--- config.mk ---
export PLATFORM = sky130hd
export DESIGN_NAME = kss_ctrl
export DESIGN_NICKNAME = d
export VERILOG_FILES = /design/src/rtl/kss_pkg.sv /design/src/rtl/kss_ctrl.sv
export SDC_FILE = /design/constraint.sdc
export NUM_CORES = 1
export LEC_CHECK = 0
export BUFFER_PORTS_ARGS = -buffer_cell sky130_fd_sc_hd__buf_2
export CAP_MARGIN = 20
export CORE_AREA = 2 2 39 41
export CTS_CLUSTER_DIAMETER = 150
export DETAILED_ROUTE_END_ITERATION = 8
export DIE_AREA = 0 0 41 43
export SKIP_LAST_GASP = 1
export SYNTH_ARGS = -nofsm -noshare
export SYNTH_HDL_FRONTEND = slang
export SYNTH_SLANG_ARGS = --single-unit
--- constraint.sdc ---
create_clock -name clk -period 2.61 [get_ports clk]
set_clock_uncertainty 0.15 [all_clocks]
set_input_delay 0.3915 -clock clk [delete_from_list [all_inputs] [get_ports clk]]
set_output_delay 0.3915 -clock clk [all_outputs]
set_load 0.01 [all_outputs]
--- src/rtl/kss_pkg.sv ---
package kss_pkg;

    localparam int KEY_W  = 32;
    localparam int POS_W  = 10;
    localparam int CNT_W  = 11;

    typedef enum logic [2:0] {
        ST_IDLE,
        ST_PICK,
        ST_SCAN,
        ST_CHECK,
        ST_OUT
    } state_t;

    // Controller to datapath.
    typedef struct packed {
        logic start;     // capture query, clear candidate
        logic pick;      // request candidate read
        logic scan;      // step the scan counter
        logic next_cand; // move to next candidate
        logic load_out;  // latch result
        logic err;       // result is a rank error
    } dp_cmd_t;

    // Datapath to controller.
    typedef struct packed {
        logic rank_bad;
        logic scan_done;
        logic hit;
        logic cand_done;
    } dp_stat_t;

    localparam logic CMD_WRITE = 1'b0;
    localparam logic CMD_QUERY = 1'b1;

endpackage

--- src/rtl/kss_ctrl.sv ---
module kss_ctrl (
    input  logic              clk,
    input  logic              rst_n,
    input  logic              query_go,
    input  kss_pkg::dp_stat_t stat,
    input  logic              out_free,
    output logic              busy,
    output kss_pkg::dp_cmd_t  cmd
);
    import kss_pkg::*;

    state_t state_reg, state_next;

    always_ff @(posedge clk or negedge rst_n)
    begin
        if (!rst_n)
        begin
            state_reg <= ST_IDLE;
        end
        else
        begin
            state_reg <= state_next;
        end
    end

    always_comb
    begin
        state_next = state_reg;
        cmd        = '0;
        busy       = (state_reg != ST_IDLE);
        unique case (state_reg)
            ST_IDLE:
            begin
                if (query_go)
                begin
                    cmd.start  = 1'b1;
                    state_next = ST_PICK;
                end
            end
            ST_PICK:
            begin
                if (stat.rank_bad)
                begin
                    state_next = ST_OUT;
                end
                else
                begin
                    cmd.pick   = 1'b1;
                    state_next = ST_SCAN;
                end
            end
            ST_SCAN:
            begin
                cmd.scan = 1'b1;
                if (stat.scan_done)
                begin
                    state_next = ST_CHECK;
                end
            end
            ST_CHECK:
            begin
                if (stat.hit || stat.cand_done)
                begin
                    state_next = ST_OUT;
                end
                else
                begin
                    cmd.next_cand = 1'b1;
                    state_next    = ST_PICK;
                end
            end
            ST_OUT:
            begin
                if (out_free)
                begin
                    cmd.load_out = 1'b1;
                    cmd.err      = stat.rank_bad || !stat.hit;
                    state_next   = ST_IDLE;
                end
            end
            default:
            begin
                state_next = ST_IDLE;
            end
        endcase
    end

endmodule

==> out/qor.csv, run 1 <==
metric;value;unit
status;completed;
chip height;43;um
Yosys Warn Count;0;
Net Switching;0.000138;W
Worst Reg-to-Reg Cells;2;
Initial Util;15.6;%
Layout Nets;51;
Cell Area, Synth;216;um2
crit start category;flip-flop;
Overflow after GRT;0;
CP endpoint;cmd[2];
top cells by area, synth;dfrtp_1 (35%), nor3b_1 (6.9%), and3_1 (5.8%);
# resized after CTS;0;
critical path cell sequence;or3b_1, nor2_1, buf_2;
# diodes;0;
Peak VDD IR;0.365;mV
layout cells sized above 1;42.9;%
post-route clock period utilization;70.3;%
RSZ-0062 raised after global routing;no;
CP peak stage delay;450;ps
Leakage;0.175;nW
Max Cap Viol;0;
Reg2Reg Launch Point;state_reg[1]$_DFFE_PN0P_;
CTS tree;built;
first drt pass iteration count;4;
DP Cell Count;53;
worst setup path class;flip-flop to output port;
worst rel slew slack;84.8;%
HPWL after DPL;439;um
Worst-Margin Slew;228;ps
Final Non-Filler Cells;58;
H-tree depth;1;
Critical-path top delay cell;dfrtp_1;
worst min path class;input pin to flip-flop;
minimum clock period;1830;ps
Routability Congestion;0.690;
worst r2r dst;state_reg[2]$_DFFE_PN0P_;
die width;41;um
first-pass GRT wire length;1010;um
max reg flops;3;
vias in the first global route;235;
Synth cell types;17;
Total GRT Usage;9.38;%
count of final max-slew check failures;0;
Post-CTS Setup Bufs;0;
DRT iter0 DRCs;6;
largest net degree at the start of global routing;9;
switching share of power;40.3;%
Clk Latency, worst-skew pair;230;ps
Yosys reg bits;3;
Worst-path clk slew;40;ps
Max clock buf depth;2;
P&R area growth vs syn;53.2;%
core footprint;1380;um2
DRC;0;
cell count after synthesis;24;
Flop pwr share;30.1;%
combinational share of power;45.7;%
Vias/cell;4.07;
Max Fanout on Critical Path;8;
critical path launch point;state_reg[1]$_DFFE_PN0P_;
count of final hold-check violations;0;
PwrDens;1030;nW/um2
endpoint class of the critical path;output port;
cell internal pwr;0.000204;W
Die ar.;1760;um2
Top Ports;15;
worst endpoint required time;2070;ps
post-synthesis sequential area ratio;34.7;%
Routed WL;593;um
wire per inst;10.2;um
CTS root buf;clkbuf_4;
worst reg-to-reg setup slack;1330;ps
clock group share of total power;24.2;%
Avg Cell Area, Syn;9.02;um2
syn_nets;32;
routed via count;236;
CTS Buf Count;3;
FP Rows;14;
initial antenna violation count;0;
endpoints failing setup;0;
crit path DAT;1290;ps
proportion of netlist area held by the largest area contributor;34.7;%
ANT nets after route;0;
number of port buffers;14;
clock sinks;3;
FMAX;545;MHz
final setup TNS;0;ps
Synth area leader;dfrtp_1;
==> what timing repair did <==
item	in CTS	in global routing
hold endpoints to repair	3	0
endpoints found under the setup margin	0	0
hold buffers	1	0
==> cells in the mapped netlist (all sizes together) <==
cell,count
and3,2
o22ai,1
nand2b,1
a31o,1
mux2i,1
nor2,3
nand2,1
o31ai,1
or4b,1
or2,1
or3b,1
nor3,1
o2111a,1
buf,1
inv,2
nor3b,2
dfrtp,3
==> placed cells by master (no fill, tap or decap) <==
master / Yosys / layout
o2111a_1: 1 / 1
or3b_1: 1 / 1
or4b_1: 1 / 1
nand2_1: 1 / 1
clkbuf_1: 0 / 1
o31ai_1: 1 / 1
nand2b_1: 1 / 1
mux2i_1: 1 / 1
buf_2: 0 / 14
clkbuf_4: 0 / 3
o22ai_1: 1 / 1
nor2_1: 3 / 3
inv_1: 2 / 2
nor3b_1: 2 / 2
dlygate4sd3_1: 0 / 1
and3_1: 2 / 2
dfrtp_1: 3 / 3
nor3_1: 1 / 1
a31o_1: 1 / 1
or2_2: 1 / 1
==> how the worst min path moves through the flow <==
stage                     slack (ps)                  endpoint  cells past startpoint     start
final                            300  state_reg[2]$_DFFE_PN0P_                      3  out_free
after global routing             330  state_reg[2]$_DFFE_PN0P_                      3  out_free
after CTS                        300  state_reg[2]$_DFFE_PN0P_                      3  out_free
after detailed placement          40  state_reg[1]$_DFFE_PN0P_                      1     rst_n
after global placement            40  state_reg[0]$_DFFE_PN0P_                      1     rst_n
after floorplan                  -50  state_reg[0]$_DFFE_PN0P_                      0     rst_n
==> critical path, delay by kind of cell, from the launching register on <==
| family | cells | cell delay [ps] |
|---|---|---|
| simple gates | 2 | 480 |
| buf+inv | 1 | 130 |
| flops | 1 | 450 |
==> routing by layer <==
| layer | track usage (%) | routed length (um) | up-vias | share of wire (%) |
|---|---|---|---|---|
| met1 | 12.4 | 291 | 103 | 49 |
| met2 | 9.69 | 262 | 10 | 44 |
| met4 | 12.0 | 0 | 0 | 0 |
| met5 | 0 | 0 | - | 0 |
| met3 | 3.14 | 39 | 0 | 6.6 |
| li1 | - | - | 123 | - |
==> through the flow <==
step | setup slack [ps] | util, % | hold WS [ps] | power [W] | area, um2
3_3_place_gp | 969 | 21.3 | 37.7 | 0.000259 | 295
3_5_place_dp | 958 | 21.3 | 39.1 | 0.000260 | 295
5_1_grt | 701 | 24.0 | 333 | 0.000372 | 332
6_report | 775 | 24.0 | 303 | 0.000342 | 332
4_1_cts | 752 | 24.0 | 297 | 0.000348 | 332
2_1_floorplan | 1110 | - | -54.1 | 0.000216 | 216
==> layout make-up <==
class | instances | area [um2]
repair buffers | 15 | 80.1
well taps | 16 | 20.0
clock buffers | 4 | 26.3
flip-flops and latches | 3 | 75.1
inverters | 2 | 7.51
fillers | 150 | 1050
multi-input cells | 18 | 123
==> kinds of logic after synthesis <==
family                 after synthesis  share of synthesized area [%]
buffers and inverters                3                           8.67
AOI/OAI and AO/OA                    4                           15.6
DFF                                  3                           34.7
and+or+nand+nor                     13                           36.4
muxes                                1                           4.62
==> power groups by stage <==
stage          Clock [W]  Combinational (W)  Sequential [W]
2_1_floorplan          0           0.000131       0.0000849
4_1_cts        0.0000857           0.000159        0.000103
3_5_place_dp           0           0.000157        0.000103
5_1_grt        0.0000848           0.000176        0.000111
3_3_place_gp           0           0.000156        0.000103
6_report       0.0000827           0.000157        0.000103
No activity file was read; power rests on OpenSTA's default activity.
==> run 2, diff against run 1 <==
==> constraint.sdc (replaced) <==
create_clock -name clk -period 1.65 [get_ports clk]
set_clock_uncertainty 0.15 [all_clocks]
set_input_delay 0.2475 -clock clk [delete_from_list [all_inputs] [get_ports clk]]
set_output_delay 0.2475 -clock clk [all_outputs]
set_load 0.01 [all_outputs]
==> out/qor.csv, run 2 (synthesis gave the netlist of run 1 again) <==
metric;value;unit;change
CTS Buf Count;3;;unchanged
clock sinks;3;;unchanged
design area;352;um2;+6.0%
failing checks;setup timing;;
slack of the critical path;-2.18;ps;-777 ps
layout cells sized above 1;58.1;%;+15 points
RSZ-0062 raised after global routing;yes;;
Layout Nets;52;;+2.0%
Hold Slack;160;ps;-143 ps
worst setup path class;flip-flop to output port;;
final core utilization;25.4;%;+1.4 points
endpoint class of the critical path;output port;;
number of port buffers;14;;unchanged
Peak VDD IR;0.502;mV;+38%
CP peak stage delay;410;ps;-40 ps
Top Ports;15;;unchanged
count of final max-slew check failures;0;;unchanged
status;finished, violations left;;
Routability Congestion;0.832;;+21%
critical path cell sequence;or3b_4, nor2_2, buf_2;;
P&R area growth vs syn;62.4;%;
worst rel slew slack;84.4;%;-0.36 points
Die ar.;1760;um2;unchanged
CTS tree;built;;
most frequent cells in the layout;buf_2 (14), clkbuf_4 (3);;
first drt pass iteration count;4;;unchanged
largest net degree at the start of global routing;8;;-1
chip height;43;um;unchanged
Max clock buf depth;2;;unchanged
Overflow after GRT;0;;unchanged
Vias/cell;4.34;;+6.6%
core footprint;1380;um2;unchanged
PwrDens;1700;nW/um2;+64%
worst endpoint required time;1250;ps;-820 ps
ANT nets after route;0;;unchanged
die width;41;um;unchanged
count of final hold-check violations;0;;unchanged
Critical-path top delay cell;dfrtp_2;;
crit start category;flip-flop;;
post-route clock period utilization;100;%;
CTS root buf;clkbuf_4;;
Clk Latency, worst-skew pair;240;ps;about the same
fillers;155;;+3.3%
routed via count;256;;+8.5%
max reg flops;3;;unchanged
Max Cap Viol;0;;unchanged
DRT iter0 DRCs;8;;+2
commonest non-fill, non-tap cell in the layout;buf_2;;
minimum clock period;1650;ps;
Routed WL;655;um;+10%
Total GRT Usage;10.1;%;+0.70 points
Post-Place Cell Area;295;um2;unchanged
worst min path class;input pin to flip-flop;;
endpoints failing setup;1;;+1
Initial Util;15.6;%;unchanged
wire per inst;11.1;um;+8.6%
H-tree depth;1;;unchanged
DRC;0;;unchanged
FMAX;605;MHz;
initial antenna violation count;0;;unchanged
first-pass GRT wire length;1080;um;+6.1%
Max Fanout on Critical Path;7;;-1
Leakage;0.180;nW;+2.5%
# diodes;0;;unchanged
crit path DAT;1250;ps;-40 ps
HPWL after DPL;455;um;+3.6%
Worst-Margin Slew;233;ps;+4.97 ps
FP Rows;14;;unchanged
vias in the first global route;261;;+11%
Worst-path clk slew;40;ps;about the same
run 2: where the power goes:
group	leakage (nW)	internal [W]	switching, W	total (W)
logic	0.129	0.000150	0.000137	0.000287
clock network	0.0150	0.0000912	0.0000475	0.000139
registers	0.0362	0.000112	0.0000588	0.000171
total	0.180	0.000353	0.000243	0.000596
run 2: area by class of cell:
cell class	count	area, um2	area share [%]
Multi-Input combinational cell	18	133	37.7
Timing Repair Buffer	16	87.6	24.9
Inverter	2	7.51	2.14
Clock buffer	4	26.3	7.47
Tap cell	16	20.0	5.69
Sequential cell	3	77.6	22.1
run 2: worst paths after layout:
path	cells after the start	to	startpoint	slack, ps
worst max-delay path	3	cmd[2]	state_reg[1]$_DFFE_PN0P_	-2
worst min-delay path	3	state_reg[2]$_DFFE_PN0P_	out_free	160
worst max register to register	2	state_reg[2]$_DFFE_PN0P_	state_reg[0]$_DFFE_PN0P_	340
worst min register to register	2	state_reg[0]$_DFFE_PN0P_	state_reg[2]$_DFFE_PN0P_	480
max in group asynchronous	2	state_reg[1]$_DFFE_PN0P_	rst_n	1050
min in group asynchronous	2	state_reg[2]$_DFFE_PN0P_	rst_n	180
run 2: per-layer routing:
| layer | GRT usage, % | routed length, um |
|---|---|---|
| met5 | 0 | 0 |
| met4 | 14.0 | 14 |
| met2 | 11.3 | 297 |
| met1 | 11.7 | 284 |
| met3 | 3.66 | 58 |
run 2: what timing repair did:
item / in CTS / in global routing
hold buffers: 1 / 0
hold endpoints to repair: 3 / 0
gates cloned: 0 / 0
gates resized for setup: 1 / 5
buffers inserted: 1 / 0
setup endpoints to repair: 1 / 6
run 2: critical path, delay by kind of cell (launching register included):
kind          cells  cell delay [ps]
simple gates      2              470
flops             1              410
buf+inv           1              120
run 2: per-stage QoR:
step / setup WS, ps / total power [W] / instances / TNS, ps
after floorplan: 295 / 0.000342 / 24 / 0
after global placement: 223 / 0.000408 / 53 / 0
after detailed placement: 193 / 0.000412 / 53 / 0
after CTS: 1.22 / 0.000577 / 59 / 0
after global routing: -68.0 / 0.000655 / 59 / -233
final: -2.18 / 0.000596 / 59 / -2.18
